[src/rtl/iss_pkg.sv]
// Package for the indentation statement splitter.
// Holds the event codes, the fixed result widths and the controller/datapath structs.
// No dependencies.
package iss_pkg;

    localparam int KIND_W = 3;
    localparam int LINE_W = 21;
    localparam int LEN_W  = 21;

    localparam logic [KIND_W-1:0] KIND_TAB      = 3'd0;
    localparam logic [KIND_W-1:0] KIND_CLOSE    = 3'd1;
    localparam logic [KIND_W-1:0] KIND_OPEN     = 3'd2;
    localparam logic [KIND_W-1:0] KIND_STMT     = 3'd3;
    localparam logic [KIND_W-1:0] KIND_OVERFLOW = 3'd4;
    localparam logic [KIND_W-1:0] KIND_END      = 3'd5;

    typedef struct packed {
        logic              do_step;
        logic              do_latch;
        logic              do_push;
        logic [KIND_W-1:0] push_kind;
        logic              do_pop;
        logic              do_open;
        logic              do_begin;
        logic              do_clear;
        logic              do_flush;
    } iss_cmd_t;

    typedef struct packed {
        logic in_begin;
        logic in_emits;
        logic in_last;
        logic byte_tab;
        logic pop_ok;
        logic deeper;
        logic room;
        logic in_stmt;
        logic last;
        logic pend_valid;
        logic out_free;
    } iss_status_t;

endpackage

[src/rtl/iss_ctrl.sv]
// Controller state machine of the indentation statement splitter.
// Sequences each text byte through the datapath; depends on iss_pkg.
module iss_ctrl (
    input  logic                 aclk,
    input  logic                 aresetn,
    input  logic                 s_valid,
    output logic                 s_ready,
    input  iss_pkg::iss_status_t status,
    output iss_pkg::iss_cmd_t    cmd
);

    localparam logic [2:0] ST_IDLE  = 3'd0;
    localparam logic [2:0] ST_TAB   = 3'd1;
    localparam logic [2:0] ST_POP   = 3'd2;
    localparam logic [2:0] ST_EOT   = 3'd3;
    localparam logic [2:0] ST_END   = 3'd4;
    localparam logic [2:0] ST_FLUSH = 3'd5;

    logic [2:0] state_reg;
    logic [2:0] state_next;
    logic       can_push;

    assign can_push = !status.pend_valid || status.out_free;
    assign s_ready  = (state_reg == ST_IDLE);

    always_comb begin
        cmd        = '0;
        state_next = state_reg;
        case (state_reg)
            ST_IDLE: begin
                if (s_valid) begin
                    cmd.do_latch = 1'b1;
                    if (status.in_begin) begin
                        state_next = ST_TAB;
                    end else begin
                        cmd.do_step   = 1'b1;
                        cmd.do_push   = status.in_emits;
                        cmd.push_kind = iss_pkg::KIND_STMT;
                        if (status.in_last) begin
                            state_next = ST_EOT;
                        end else if (status.in_emits) begin
                            state_next = ST_FLUSH;
                        end
                    end
                end
            end
            ST_TAB: begin
                if (status.byte_tab) begin
                    cmd.do_push   = 1'b1;
                    cmd.push_kind = iss_pkg::KIND_TAB;
                end
                state_next = ST_POP;
            end
            ST_POP: begin
                if (status.pop_ok) begin
                    if (can_push) begin
                        cmd.do_push   = 1'b1;
                        cmd.push_kind = iss_pkg::KIND_CLOSE;
                        cmd.do_pop    = 1'b1;
                    end
                end else if (!status.deeper || can_push) begin
                    if (status.deeper) begin
                        cmd.do_push = 1'b1;
                        if (status.room) begin
                            cmd.push_kind = iss_pkg::KIND_OPEN;
                            cmd.do_open   = 1'b1;
                        end else begin
                            cmd.push_kind = iss_pkg::KIND_OVERFLOW;
                        end
                    end
                    cmd.do_begin = 1'b1;
                    state_next   = status.last ? ST_EOT : ST_FLUSH;
                end
            end
            ST_EOT: begin
                if (!status.in_stmt) begin
                    state_next = ST_END;
                end else if (can_push) begin
                    cmd.do_push   = 1'b1;
                    cmd.push_kind = iss_pkg::KIND_STMT;
                    state_next    = ST_END;
                end
            end
            ST_END: begin
                if (can_push) begin
                    cmd.do_push   = 1'b1;
                    cmd.push_kind = iss_pkg::KIND_END;
                    cmd.do_clear  = 1'b1;
                    state_next    = ST_FLUSH;
                end
            end
            ST_FLUSH: begin
                if (!status.pend_valid) begin
                    state_next = ST_IDLE;
                end else if (status.out_free) begin
                    cmd.do_flush = 1'b1;
                    state_next   = ST_IDLE;
                end
            end
            default: begin
                state_next = ST_IDLE;
            end
        endcase
    end

    always_ff @(posedge aclk) begin
        if (!aresetn) begin
            state_reg <= ST_IDLE;
        end else begin
            state_reg <= state_next;
        end
    end

endmodule

[src/rtl/iss_datapath.sv]
// Datapath of the indentation statement splitter: scan state, block stack,
// pending result and output register. Depends on iss_pkg.
module iss_datapath #(
    parameter int STACK_DEPTH = 16,
    parameter int OFFSET_BITS = 20,
    parameter int INDENT_BITS = 16
) (
    input  logic                         aclk,
    input  logic                         aresetn,
    input  logic [7:0]                   s_text_byte,
    input  logic                         s_end_of_text,
    input  logic                         m_ready,
    input  iss_pkg::iss_cmd_t            cmd,
    output iss_pkg::iss_status_t         status,
    output logic                         m_valid,
    output logic [iss_pkg::KIND_W-1:0]   m_event_kind,
    output logic [iss_pkg::LINE_W-1:0]   m_line_no,
    output logic [OFFSET_BITS-1:0]       m_start_offset,
    output logic [iss_pkg::LEN_W-1:0]    m_stmt_length,
    output logic [INDENT_BITS-1:0]       m_block_indent,
    output logic                         m_last_of_run
);

    localparam int TOP_W = $clog2(STACK_DEPTH);

    localparam logic [7:0] CH_NL  = 8'd10;
    localparam logic [7:0] CH_SP  = 8'd32;
    localparam logic [7:0] CH_TAB = 8'd9;
    localparam logic [7:0] CH_BSL = 8'd92;

    localparam logic [1:0] MODE_INDENT = 2'd0;
    localparam logic [1:0] MODE_STMT   = 2'd1;
    localparam logic [1:0] MODE_ESC    = 2'd2;

    logic [1:0]                  mode_reg, mode_next;
    logic [INDENT_BITS-1:0]      space_reg, space_next;
    logic [iss_pkg::LINE_W-1:0]  line_reg, line_next;
    logic [OFFSET_BITS-1:0]      pos_reg, pos_next;
    logic [iss_pkg::LINE_W-1:0]  sline_reg, sline_next;
    logic [OFFSET_BITS-1:0]      sstart_reg, sstart_next;
    logic [iss_pkg::LEN_W-1:0]   sbytes_reg, sbytes_next;
    logic [TOP_W-1:0]            top_reg, top_next;
    logic [INDENT_BITS-1:0]      stack_reg [STACK_DEPTH];
    logic [7:0]                  byte_reg;
    logic                        last_reg;

    logic                        pend_valid_reg;
    logic [iss_pkg::KIND_W-1:0]  pend_kind_reg;
    logic [iss_pkg::LINE_W-1:0]  pend_line_reg;
    logic [OFFSET_BITS-1:0]      pend_start_reg;
    logic [iss_pkg::LEN_W-1:0]   pend_len_reg;
    logic [INDENT_BITS-1:0]      pend_indent_reg;

    logic                        m_valid_reg;
    logic [iss_pkg::KIND_W-1:0]  out_kind_reg;
    logic [iss_pkg::LINE_W-1:0]  out_line_reg;
    logic [OFFSET_BITS-1:0]      out_start_reg;
    logic [iss_pkg::LEN_W-1:0]   out_len_reg;
    logic [INDENT_BITS-1:0]      out_indent_reg;
    logic                        out_last_reg;

    logic [iss_pkg::LINE_W-1:0]  ev_line;
    logic [OFFSET_BITS-1:0]      ev_start;
    logic [iss_pkg::LEN_W-1:0]   ev_len;
    logic [INDENT_BITS-1:0]      ev_indent;

    logic                        in_nl, in_sp, in_bsl;
    logic                        in_stmt_mode;
    logic [iss_pkg::LINE_W-1:0]  line_inc;
    logic [iss_pkg::LEN_W-1:0]   bytes_inc;
    logic [INDENT_BITS-1:0]      top_ind;
    logic [TOP_W-1:0]            top_up;
    logic                        out_free;
    logic                        out_load;

    assign in_nl        = (s_text_byte == CH_NL);
    assign in_sp        = (s_text_byte == CH_SP);
    assign in_bsl       = (s_text_byte == CH_BSL);
    assign in_stmt_mode = (mode_reg == MODE_STMT) || (mode_reg == MODE_ESC);
    assign line_inc     = (&line_reg) ? line_reg : line_reg + iss_pkg::LINE_W'(1);
    assign bytes_inc    = (&sbytes_reg) ? sbytes_reg : sbytes_reg + iss_pkg::LEN_W'(1);
    assign top_ind      = (top_reg == '0) ? '0 : stack_reg[top_reg];
    assign top_up       = top_reg + TOP_W'(1);
    assign out_free     = !m_valid_reg || m_ready;
    assign out_load     = (cmd.do_push && pend_valid_reg) || cmd.do_flush;

    assign status.in_begin   = !in_stmt_mode && !in_nl && !in_sp;
    assign status.in_emits   = (mode_reg == MODE_STMT) && in_nl;
    assign status.in_last    = s_end_of_text;
    assign status.byte_tab   = (byte_reg == CH_TAB);
    assign status.pop_ok     = (top_reg != '0) && (space_reg < top_ind);
    assign status.deeper     = (space_reg > top_ind);
    assign status.room       = (top_reg != TOP_W'(STACK_DEPTH - 1));
    assign status.in_stmt    = in_stmt_mode;
    assign status.last       = last_reg;
    assign status.pend_valid = pend_valid_reg;
    assign status.out_free   = out_free;

    always_comb begin
        mode_next   = mode_reg;
        space_next  = space_reg;
        line_next   = line_reg;
        pos_next    = pos_reg;
        sline_next  = sline_reg;
        sstart_next = sstart_reg;
        sbytes_next = sbytes_reg;
        top_next    = top_reg;
        if (cmd.do_clear) begin
            mode_next   = MODE_INDENT;
            space_next  = '0;
            line_next   = iss_pkg::LINE_W'(1);
            pos_next    = '0;
            sline_next  = iss_pkg::LINE_W'(1);
            sstart_next = '0;
            sbytes_next = '0;
            top_next    = '0;
        end else begin
            if (cmd.do_step) begin
                pos_next = pos_reg + OFFSET_BITS'(1);
                if ((mode_reg == MODE_ESC) && in_nl) begin
                    sbytes_next = bytes_inc;
                    line_next   = line_inc;
                    mode_next   = MODE_STMT;
                end else if (in_stmt_mode) begin
                    if (in_nl) begin
                        line_next  = line_inc;
                        space_next = '0;
                        mode_next  = MODE_INDENT;
                    end else if (in_bsl) begin
                        sbytes_next = bytes_inc;
                        mode_next   = MODE_ESC;
                    end else begin
                        sbytes_next = bytes_inc;
                        mode_next   = MODE_STMT;
                    end
                end else begin
                    mode_next = MODE_INDENT;
                    if (in_nl) begin
                        space_next = '0;
                        line_next  = line_inc;
                    end else if (in_sp && !(&space_reg)) begin
                        space_next = space_reg + INDENT_BITS'(1);
                    end
                end
            end
            if (cmd.do_begin) begin
                sline_next  = line_reg;
                sstart_next = pos_reg;
                sbytes_next = iss_pkg::LEN_W'(1);
                mode_next   = (byte_reg == CH_BSL) ? MODE_ESC : MODE_STMT;
                pos_next    = pos_reg + OFFSET_BITS'(1);
            end
            if (cmd.do_pop) begin
                top_next = top_reg - TOP_W'(1);
            end else if (cmd.do_open) begin
                top_next = top_up;
            end
        end
    end

    always_comb begin
        ev_line   = '0;
        ev_start  = '0;
        ev_len    = '0;
        ev_indent = '0;
        case (cmd.push_kind)
            iss_pkg::KIND_TAB: begin
                ev_line = line_reg;
            end
            iss_pkg::KIND_CLOSE: begin
                ev_indent = top_ind;
            end
            iss_pkg::KIND_OPEN: begin
                ev_indent = space_reg;
            end
            iss_pkg::KIND_OVERFLOW: begin
                ev_line   = line_reg;
                ev_indent = space_reg;
            end
            iss_pkg::KIND_STMT: begin
                ev_line  = sline_reg;
                ev_start = sstart_reg;
                ev_len   = sbytes_reg;
            end
            default: begin
                ev_line = '0;
            end
        endcase
    end

    always_ff @(posedge aclk) begin
        if (!aresetn) begin
            mode_reg       <= MODE_INDENT;
            space_reg      <= '0;
            line_reg       <= iss_pkg::LINE_W'(1);
            pos_reg        <= '0;
            sline_reg      <= iss_pkg::LINE_W'(1);
            sstart_reg     <= '0;
            sbytes_reg     <= '0;
            top_reg        <= '0;
            pend_valid_reg <= 1'b0;
            m_valid_reg    <= 1'b0;
        end else begin
            mode_reg   <= mode_next;
            space_reg  <= space_next;
            line_reg   <= line_next;
            pos_reg    <= pos_next;
            sline_reg  <= sline_next;
            sstart_reg <= sstart_next;
            sbytes_reg <= sbytes_next;
            top_reg    <= top_next;
            if (cmd.do_push) begin
                pend_valid_reg <= 1'b1;
            end else if (cmd.do_flush) begin
                pend_valid_reg <= 1'b0;
            end
            if (out_load) begin
                m_valid_reg <= 1'b1;
            end else if (m_ready) begin
                m_valid_reg <= 1'b0;
            end
        end
    end

    always_ff @(posedge aclk) begin
        if (cmd.do_latch) begin
            byte_reg <= s_text_byte;
            last_reg <= s_end_of_text;
        end
        if (cmd.do_open) begin
            stack_reg[top_up] <= space_reg;
        end
        if (cmd.do_push) begin
            pend_kind_reg   <= cmd.push_kind;
            pend_line_reg   <= ev_line;
            pend_start_reg  <= ev_start;
            pend_len_reg    <= ev_len;
            pend_indent_reg <= ev_indent;
        end
        if (out_load) begin
            out_kind_reg   <= pend_kind_reg;
            out_line_reg   <= pend_line_reg;
            out_start_reg  <= pend_start_reg;
            out_len_reg    <= pend_len_reg;
            out_indent_reg <= pend_indent_reg;
            out_last_reg   <= cmd.do_flush;
        end
    end

    assign m_valid        = m_valid_reg;
    assign m_event_kind   = out_kind_reg;
    assign m_line_no      = out_line_reg;
    assign m_start_offset = out_start_reg;
    assign m_stmt_length  = out_len_reg;
    assign m_block_indent = out_indent_reg;
    assign m_last_of_run  = out_last_reg;

    // A result leaves the pending stage only when the output register can take it.
    assert property (@(posedge aclk) disable iff (!aresetn)
        out_load |-> out_free)
        else $error("output register overwritten while full");

    assert property (@(posedge aclk) disable iff (!aresetn)
        cmd.do_flush |-> pend_valid_reg)
        else $error("flush without a pending result");

    assert property (@(posedge aclk) disable iff (!aresetn)
        cmd.do_pop |-> (top_reg != '0) && !cmd.do_open)
        else $error("block stack popped below the root");

    assert property (@(posedge aclk) disable iff (!aresetn)
        cmd.do_open |=> (top_reg == $past(top_up)) && (top_reg != '0))
        else $error("block stack push lost");

endmodule

[src/rtl/indentation_statement_splitter_unit.sv]
// Top level of the indentation statement splitter.
// Joins the controller (iss_ctrl) and the datapath (iss_datapath); depends on iss_pkg.
//
//   Channel  Direction  Handshake          Payload
//   s_       in         s_valid/s_ready    text_byte, end_of_text
//   m_       out        m_valid/m_ready    event_kind, line_no, start_offset,
//                                          stmt_length, block_indent, last_of_run
//
// A byte that causes no result stays in the idle state; a newline ending a statement also
// passes flush. A byte that starts a statement passes tab, pop (again per block it closes)
// and flush; the last byte of a text adds the end-of-text and end states for the final
// statement and end results. Results pass through a pending stage and an output register;
// a stalled output holds the block only when both are full. Reset is synchronous.
module indentation_statement_splitter_unit #(
    parameter int STACK_DEPTH = 16,
    parameter int OFFSET_BITS = 20,
    parameter int INDENT_BITS = 16
) (
    input  logic                       aclk,
    input  logic                       aresetn,
    input  logic                       s_valid,
    output logic                       s_ready,
    input  logic [7:0]                 s_text_byte,
    input  logic                       s_end_of_text,
    output logic                       m_valid,
    input  logic                       m_ready,
    output logic [iss_pkg::KIND_W-1:0] m_event_kind,
    output logic [iss_pkg::LINE_W-1:0] m_line_no,
    output logic [OFFSET_BITS-1:0]     m_start_offset,
    output logic [iss_pkg::LEN_W-1:0]  m_stmt_length,
    output logic [INDENT_BITS-1:0]     m_block_indent,
    output logic                       m_last_of_run
);

    iss_pkg::iss_cmd_t    cmd;
    iss_pkg::iss_status_t status;

    iss_ctrl u_ctrl (
        .aclk    (aclk),
        .aresetn (aresetn),
        .s_valid (s_valid),
        .s_ready (s_ready),
        .status  (status),
        .cmd     (cmd)
    );

    iss_datapath #(
        .STACK_DEPTH (STACK_DEPTH),
        .OFFSET_BITS (OFFSET_BITS),
        .INDENT_BITS (INDENT_BITS)
    ) u_datapath (
        .aclk           (aclk),
        .aresetn        (aresetn),
        .s_text_byte    (s_text_byte),
        .s_end_of_text  (s_end_of_text),
        .m_ready        (m_ready),
        .cmd            (cmd),
        .status         (status),
        .m_valid        (m_valid),
        .m_event_kind   (m_event_kind),
        .m_line_no      (m_line_no),
        .m_start_offset (m_start_offset),
        .m_stmt_length  (m_stmt_length),
        .m_block_indent (m_block_indent),
        .m_last_of_run  (m_last_of_run)
    );

endmodule
[config.mk]
export PLATFORM = sky130hd
export DESIGN_NAME = indentation_statement_splitter_unit
export DESIGN_NICKNAME = d
export VERILOG_FILES = /design/src/rtl/iss_pkg.sv /design/src/rtl/iss_ctrl.sv /design/src/rtl/iss_datapath.sv /design/src/rtl/indentation_statement_splitter_unit.sv
export SDC_FILE = /design/constraint.sdc
export NUM_CORES = 1
export LEC_CHECK = 0
export ABC_CLOCK_PERIOD_IN_PS = 11700
export BUFFER_PORTS_ARGS = -buffer_cell sky130_fd_sc_hd__buf_2
export CORE_UTILIZATION = 50
export CTS_CLUSTER_SIZE = 25
export DETAILED_ROUTE_END_ITERATION = 8
export GPL_ROUTABILITY_DRIVEN = 0
export PLACE_DENSITY = 0.67
export SKIP_CTS_REPAIR_TIMING = 1
export SLEW_MARGIN = 15
export SYNTH_ARGS = -nofsm -noshare
export SYNTH_HDL_FRONTEND = slang
export SYNTH_HIERARCHICAL = 1
export SYNTH_SLANG_ARGS = --single-unit
export TNS_END_PERCENT = 20
[constraint.sdc]
create_clock -name aclk -period 11.7 [get_ports aclk]
set_input_delay 2.34 -clock aclk [delete_from_list [all_inputs] [get_ports aclk]]
set_output_delay 2.34 -clock aclk [all_outputs]
set_load 0.01 [all_outputs]
==> results of run 1 <==
## path summary, 6_finish.rpt
path / startpoint / endpoint / slack, ns / depth (start not counted)
hold reg to reg: u_datapath/pend_len_reg[15] / u_datapath/m_stmt_length[15] / 0.42 / 0
setup reg to reg: register / u_datapath/pos_reg[10] / 5.34 / 19
setup / recovery: register / u_datapath/pos_reg[10] / 5.34 / 19
hold / removal: u_datapath/pend_len_reg[15] / u_datapath/m_stmt_length[15] / 0.42 / 0
## cells by family after synthesis
family / Yosys count / synth area share
AOI/OAI and AO/OA: 202 / 0.0608
xor gates and xnor gates: 32 / 0.0124
adders and majority gates: 28 / 0.0155
buffers and inverters: 100 / 0.0187
DFF: 562 / 0.688
muxes: 155 / 0.104
and+or+nand+nor: 441 / 0.100
## metrics by stage
stage / area [um^2] / hold slack (ns) / instances / power (uW)
floorplan: 22600 / 0.400 / 1520 / 2480
global placement: 23900 / 0.400 / 2179 / 2550
detailed placement: 23900 / 0.405 / 2179 / 2560
CTS: 25500 / 0.418 / 2278 / 4210
global route: 25500 / 0.420 / 2278 / 4320
finish: 25500 / 0.416 / 2278 / 4170
## layout make-up
| cell class | count | area [um^2] |
|---|---|---|
| timing repair buffer | 142 | 826 |
| fill | 3417 | 18900 |
| tap | 592 | 741 |
| multi-input combinational | 858 | 6660 |
| inverter | 25 | 95.1 |
| sequential | 562 | 15500 |
| clock buffer | 73 | 1490 |
| clock inverter | 26 | 185 |
## per-layer routing
metal	global-route usage	vias to the layer above	routed length (um)
li1	-	6072	-
met3	0.0373	72	2650
met4	0.0536	2	922
met2	0.332	376	22700
met5	0	-	8
met1	0.307	6578	22000
## placed cells by master (no fill, tap or decap), types with 5 or more instances in the layout
cell / instances
and4_1: 5
edfxtp_1: 428
xnor2_1: 20
ha_1: 28
buf_2: 96
nor2_1: 123
dfxtp_1: 131
buf_4: 46
clkinv_1: 8
nand2b_1: 18
xor2_1: 12
or4_1: 7
o221ai_1: 14
nor3_1: 22
nand2_1: 94
mux2i_1: 87
nand4_1: 19
and2_1: 44
a21oi_1: 47
a221oi_1: 5
mux4_2: 64
clkinv_2: 12
clkbuf_1: 13
a22o_1: 20
o211ai_1: 13
nand3_1: 33
clkbuf_16: 55
inv_1: 24
a31oi_1: 6
and3_1: 7
or3_1: 24
o31ai_1: 11
o21ai_0: 46
nor4_1: 6
a211oi_1: 6
clkbuf_8: 5
nor2b_1: 9
## report_power, final
group	internal (uW)	total (uW)	leakage [uW]	switching, uW
Sequential	2210	2250	0.00535	37.6
Clock	937	1650	0.000822	715
Combinational	79.5	274	0.00240	195
Total	3230	4170	0.00856	948
==> results.txt, run 1 <==
- Row count: slightly below 80
* Largest voltage drop on the vdd net: 0.102 mV
* Critical-path cell with the highest stage delay: buf_4
- STA puts the critical path data required time at about 12 ns.
- Pleak: around 0.0086 uW
* Worst Path Buf+Inv: 2
- Worst Setup End Kind: register
* Width of the die: 215 um
- Clock tree synthesis selected as its root buffer the cell clkbuf_16.
- Sequential element share of the synthesized area: 0.688
- The final layout contains routed wiring with a total length of between 40 and 50 mm.
- First-pass GRT wire length: around 75 mm
- Number of buffer cells added on primary ports: 96
* Power per unit of standard cell area: approximately 160 nW/um^2
* Cell taking the most area after synthesis: edfxtp_1
* First drt pass iteration count: 5
* Count of final setup violators: 0
- A synthesized cell averages ~15 um^2.
* Clock sinks: ~560
- Max Buffers Root-to-Sink: 3
- Post-layout nets: approximately 1700
- Max Transition Viols Final: 0
- The number of antenna violations at the first check in global routing is 1.
- The flow ran to the end, and the final reports show no timing, DRC or antenna violations.
* Arrival time at the worst endpoint: 6.80 ns
- Global routing finished with a remaining overflow of 0.
- In this run, synthesis inferred around 430 flip-flops with an integrated enable.
- Once detail routing completed, the nets flagged for antenna violations numbered 0.
- Setup total negative slack on the finished layout was measured at 0 ns.
- ANT cells: 0
- Residual DRC count: 0
* Total global-route track usage: 0.211
- Total I/O pin count: 97
- Of the post-synthesis cell area, the dominant cell type holds 0.569.
- TritonCTS clock tree: done
- The routed layout has around 13000 vias.
- Detailed placement finished with a half-perimeter wire length of approximately 30 mm.
* Yosys warnings: 6
* H-tree level count: 2
- The core region is approximately 44000 um^2.
* Worst slew margin: 0.227
- Timing would allow up to about 160 MHz.
- Max-cap violation count: 0
- Synthesized net count: around 1600
- Worst Setup Slack post-DPL: around 5 ns
* CTS buffer count: between 50 and 60
- Transition at the pin with the smallest max-transition slack: ~1.2 ns
- The hold violation total from the final report is 0.
* Clk_lat worst skew: 0.59 ns
- Share of layout cells above drive strength 1: 0.189
* Top area cells in the synthesized netlist: edfxtp_1 (57%), dfxtp_1 (12%), mux4_2 (6.4%), mux2i_1 (3.9%), nor2_1 (2.1%)
- Entering global routing, the biggest net connects 88 pins.
* Worst clock skew: 0.0167 ns
- Most common cell in the synthesized netlist: edfxtp_1
* Synth cell count leaders: edfxtp_1 (428), dfxtp_1 (134), nor2_1 (124)
* Overall die height: roughly 210 um
- Once layout is complete, the utilization of the core stands at 0.575.
* Post-layout minimum cycle time: about 6.4 ns
* Avg Vias per Cell: ~5.8
* Sort of element at the start of the critical path: register
- CP max stage delay: about 0.81 ns
- Ys async rst share: 0
- In the synthesized netlist the dominant register cell turns out to be edfxtp_1.
- Average wire per standard cell: roughly 21 um
* Die area: roughly 46000 um^2
* Instance count of the mapped netlist: approximately 1500
* Crit path cell chain: buf_4 > mux4_2 > mux2i_1 > mux2i_1 > nand2_1 > ha_1 > a21oi_1 > o21ai_0 > a221oi_1 > o21ai_0 > a2bb2oi_1 > and3b_1 > nor4_2 > buf_4 > nor2_1 > nor4_1 > nand3_1 > xor2_1 > nor2_1
* Number of flip-flops under the largest register name: 256
- Setup repair after global routing left no endpoint under its margin.
* Worst setup path class: reg2reg
- The mapped netlist covers between 20000 and 25000 um^2.
- The synthesized design contains 562 register bits.
- Of the available clock period, the critical path in the final layout requires 0.544.
* Via count of the first global-routing pass: 12700
- Number of distinct standard cells referenced by the synthesized netlist: 80
* Starting DRT DRC Count: approximately 1100
* Reg clk slew, reported paths: ~0.06 ns
- The initial utilization of the core area, before any placement, comes to 0.509.
- Least setup slack across all paths after layout: about 5.3 ns
* Post-synthesis to final-layout area growth: 13.1%
- Along the worst path, the maximum fanout reaches 45.
- Path category of the worst min-delay check: reg2reg
- Cell family with the largest share of critical-path delay: simple AND/OR/NAND/NOR gates
Note: power is estimated with default switching activity, not from simulation.
==> run 2: changes to the inputs <==
--- a/config.mk
+++ b/config.mk
@@ -5,13 +5,14 @@
 export SDC_FILE = /design/constraint.sdc
 export NUM_CORES = 1
 export LEC_CHECK = 0
-export ABC_CLOCK_PERIOD_IN_PS = 11700
+export ABC_AREA = 1
+export ABC_CLOCK_PERIOD_IN_PS = 5800
 export BUFFER_PORTS_ARGS = -buffer_cell sky130_fd_sc_hd__buf_2
 export CORE_UTILIZATION = 50
 export CTS_CLUSTER_SIZE = 25
 export DETAILED_ROUTE_END_ITERATION = 8
 export GPL_ROUTABILITY_DRIVEN = 0
-export PLACE_DENSITY = 0.67
+export PLACE_DENSITY = 0.69
 export SKIP_CTS_REPAIR_TIMING = 1
 export SLEW_MARGIN = 15
 export SYNTH_ARGS = -nofsm -noshare
==> constraint.sdc (replaced) <==
create_clock -name aclk -period 5.8 [get_ports aclk]
set_input_delay 1.16 -clock aclk [delete_from_list [all_inputs] [get_ports aclk]]
set_output_delay 1.16 -clock aclk [all_outputs]
set_load 0.01 [all_outputs]
==> run 2 against run 1 <==
Power grew to 2.6 times the previous value. Utilization is 0.19 points lower. Largest cell class unchanged. Non-clock buffer count up 4. First-iteration DRC count is 55% higher. Register-to-register slack worse by 4.4 ns. Worst setup slack lost 4.4 ns. Routed wire length increased by 15%. Via count grew 31%.
==> results.txt, run 2 <==
- Synthesized net count: 2415 (was 1561)
- The final standard cell area without fillers was 26900 um^2 (was 25500 um^2).
- Ratio of final minimum period to clock period: 0.830 (was 0.544)
* Root buf cell: clkbuf_16 (unchanged)
* Starting DRT DRC Count: 1691 (was 1094)
- Reg clk slew, reported paths: 0.06 ns (about the same)
- The placed standard-cell area came to 25200 um^2 (was 23900 um^2).
* Total global-route track usage: 0.225 (was 0.211)
* Residual DRC count: 0 (unchanged)
- The sort of element at the start of the critical path is a register (unchanged).
- H-tree level count: 2 (unchanged)
- Worst slew margin: 0.332 (was 0.227)
* Number of distinct standard cells referenced by the synthesized netlist: 50 (was 80)
- The clock group share of total power came to 0.313 (was 0.396).
- The most used flip-flop cell after synthesis is edfxtp_1 (unchanged).
- Max Buffers Root-to-Sink: 3 (unchanged)
- Starting density of the core: 0.511 (was 0.509)
- Most common library cell in the layout ignoring fill and taps: nor2_1 (was edfxtp_1)
* Die area: 48900 um^2 (was 46000 um^2)
- Worst setup path class: reg2reg (unchanged)
- The data arrival time at the worst-slack endpoint came to 5.04 ns (was 6.80 ns).
* First drt pass iteration count: 6 (was 5)
- WL final: 55.4 mm (was 48.2 mm)
- Clock sinks: 562 (unchanged)
- Width of the die: 221 um (was 215 um)
* Instance count of the mapped netlist: 2374 (was 1520)
- Portion of total power attributed to sequential cells: 0.479 (was 0.538)
- The share of final-layout standard cells stronger than drive strength 1 was 0.120 (was 0.189).
* Number of nets with antenna violations after routing: 0 (unchanged)
- The core box area came to 47000 um^2 (was 44400 um^2).
* Mapped cell area: 24000 um^2 (was 22600 um^2)
- Share of Yosys cell area claimed by the top area cell type: 0.535 (was 0.569)
- The ratio of routed vias to standard cells came to 5.48 (was 5.75).
- The final setup violation count is 0 (unchanged).
- ANT cells: 0 (unchanged)
- Final hold violations: 0 (unchanged)
* Number of fill cells in the layout: 3915 (was 3417)
* Via count of the first global-routing pass: 15900 (was 12700)
- RSZ-0062 raised after global routing: no (unchanged).
* Status: finished, final reports clean (unchanged)
- The switching share of power was 0.308 (was 0.227).
- The number of pins with negative max-slew slack in the final report came to 0 (unchanged).
- The class of the tightest hold or removal check was reg2reg (unchanged).
- The number of enable-type register cells in the synthesized netlist was 428 (unchanged).
* CTS buffer count: 55 (unchanged)
* Sw power: 3300 uW (was 948 uW)
* Data required, critical path: 6.03 ns (was 12.14 ns)
* Power per unit of standard cell area: 398 nW/um^2 (was 163 nW/um^2)
- Total I/O pin count: 97 (unchanged)
- Antenna violations before repair: 0 (was 1)
- The combinational group share of total power was 0.208 (was 0.066).
- Yosys warnings: 6 (unchanged)
* Mean instance size in the synthesized netlist: 10.1 um^2 (was 14.9 um^2)
- Pleak: 0.00972 uW (was 0.00856 uW)
- The total overflow reported by the global router is 0 (unchanged).
* TritonCTS clock tree: done (unchanged)
- Worst clock skew: 0.0200 ns (was 0.0167 ns)
* Post-layout nets: 2515 (was 1685)
- Post-synthesis to final-layout area growth: 12.1% (was 13.1%)
- Ys async rst share: 0 (unchanged)
- The detailed-route via count is 17100 (was 13100).
* Yosys reg bits: 562 (unchanged)
* Post-layout minimum cycle time: 4.82 ns (was 6.36 ns)
- Transition at the pin with the smallest max-transition slack: 1.00 ns (was 1.16 ns)
- Maximum number of pins on one net before global-route repair: 91 (was 88)
* Cell taking the most area after synthesis: edfxtp_1 (unchanged)
- The wire length of the first global-routing pass was 87.1 mm (was 74.9 mm).
* Most frequent cells in the layout: nor2_1 (438), edfxtp_1 (428), nand2_1 (383) (was edfxtp_1 (428), dfxtp_1 (131), nor2_1 (123))
- Worst Setup End Kind: register (unchanged)
- Synth cell count leaders: nor2_1 (440), edfxtp_1 (428), nand2_1 (384) (was edfxtp_1 (428), dfxtp_1 (134), nor2_1 (124)).
* Largest fanout on the critical path: 82 (was 45)
- The flip-flop count of the largest register after layout came to 256 (unchanged).
- Most common cell in the synthesized netlist: nor2_1 (was edfxtp_1)
- Max-cap violation count: 0 (unchanged)
* Cell-internal power: 7410 uW (was 3230 uW)
- Clk_lat worst skew: 0.61 ns (was 0.59 ns)
- Placed wire-length estimate: 34.3 mm (was 29.8 mm)
* Sequential element share of the synthesized area: 0.647 (was 0.688)
- The routed wirelength normalized by instance count was 17.7 um (was 21.2 um).
- The highest ir drop seen on vdd is 0.467 mV (was 0.102 mV).
* Overall die height: 221 um (was 215 um)
- Top area cells in the synthesized netlist: edfxtp_1 (54%), dfxtp_1 (11%), nor2_1 (6.9%), nand2_1 (6.0%), o21ai_0 (3.9%) (was edfxtp_1 (57%), dfxtp_1 (12%), mux4_2 (6.4%), mux2i_1 (3.9%), nor2_1 (2.1%))
- The count of input and output buffers came to 96 (unchanged).
* Row count: 79 (was 77)
- Hold slack final: 0.415 ns (was 0.416 ns)
- The maximum clock rate is 208 MHz (was 157 MHz).
==> run 2: changes by cell type after synthesis, moves of 87 or more <==
cell,delta
inv_1,+159
nand3_1,+133
o21ai_0,+142
nor2_1,+316
nand2_1,+290
mux2i_1,-87
==> run 2: final timing paths <==
kind	startpoint	to	slack (ns)	cells after the start
worst max-delay path	register	u_datapath/m_stmt_length[20]	0.98	21
worst max register to register	register	u_datapath/m_stmt_length[20]	0.98	21
worst min register to register	u_datapath/pend_len_reg[13]	u_datapath/m_stmt_length[13]	0.41	0
worst min-delay path	u_datapath/pend_len_reg[13]	u_datapath/m_stmt_length[13]	0.41	0
==> run 2: critical path, cell delays in order (launching register included) <==
cell	delay, ns
dfxtp_4	0.35
inv_2	0.52
buf_12	0.32
nor2_1	0.06
o21ai_0	0.22
nand3_1	0.15
nand2_1	0.19
nand2_1	0.09
ha_1	0.35
nand2_1	0.06
inv_1	0.04
o21ai_1	0.14
a21oi_1	0.09
nor2_1	0.16
nand2_1	0.07
nor2_1	0.25
nand4_1	0.18
nor2_2	0.21
nor2_1	0.06
nand4_1	0.15
nand2_1	0.18
nand2_8	0.50
==> run 2: kinds of logic (layout without fill, tap and decap cells) <==
logic type,after synthesis,in the layout,synth area share
compound gates,374,374,0.0833
xor+xnor,30,30,0.0109
simple gates,1079,1079,0.192
flops,562,562,0.647
fa+ha+maj,28,28,0.0146
buf+inv,301,447,0.0524
==> run 2: area by class of cell <==
class | count | area (um^2) | share of cell area
repair buffers | 146 | 918 | 0.0341
inverters | 198 | 746 | 0.0277
multi-input cells | 1511 | 7250 | 0.269
flip-flops and latches | 562 | 15500 | 0.578
well taps | 607 | 759 | 0.0282
clock buffers | 72 | 1460 | 0.0543
clock inverters | 31 | 231 | 0.00860
==> run 2: stage by stage <==
stage	TNS, ns	worst slack, ns	instances	total power [uW]	utilization
2_1_floorplan	-43.53	-0.530	2374	6820	-
3_3_place_gp	0	1.20	3024	7350	0.537
3_5_place_dp	0	1.05	3024	7410	0.537
4_1_cts	0	1.03	3127	10800	0.573
5_1_grt	0	0.579	3127	11200	0.573
6_report	0	0.984	3127	10700	0.573
==> run 2: routing by layer <==
layer  vias up  share of wire  global-route usage
met5         -              0                   0
met4         0          0.028              0.0742
met3        98          0.075              0.0372
met2       642           0.45               0.350
met1      8176           0.45               0.323
li1       8220              -                   -
==> run 2: power groups by stage <==
stage | Combinational (uW) | Sequential, uW | Clock [uW]
detailed placement | 2200 | 5210 | 0
finish | 2230 | 5130 | 3350
global route | 2470 | 5170 | 3590
global placement | 2150 | 5200 | 0
CTS | 2210 | 5130 | 3420
floorplan | 1600 | 5220 | 0
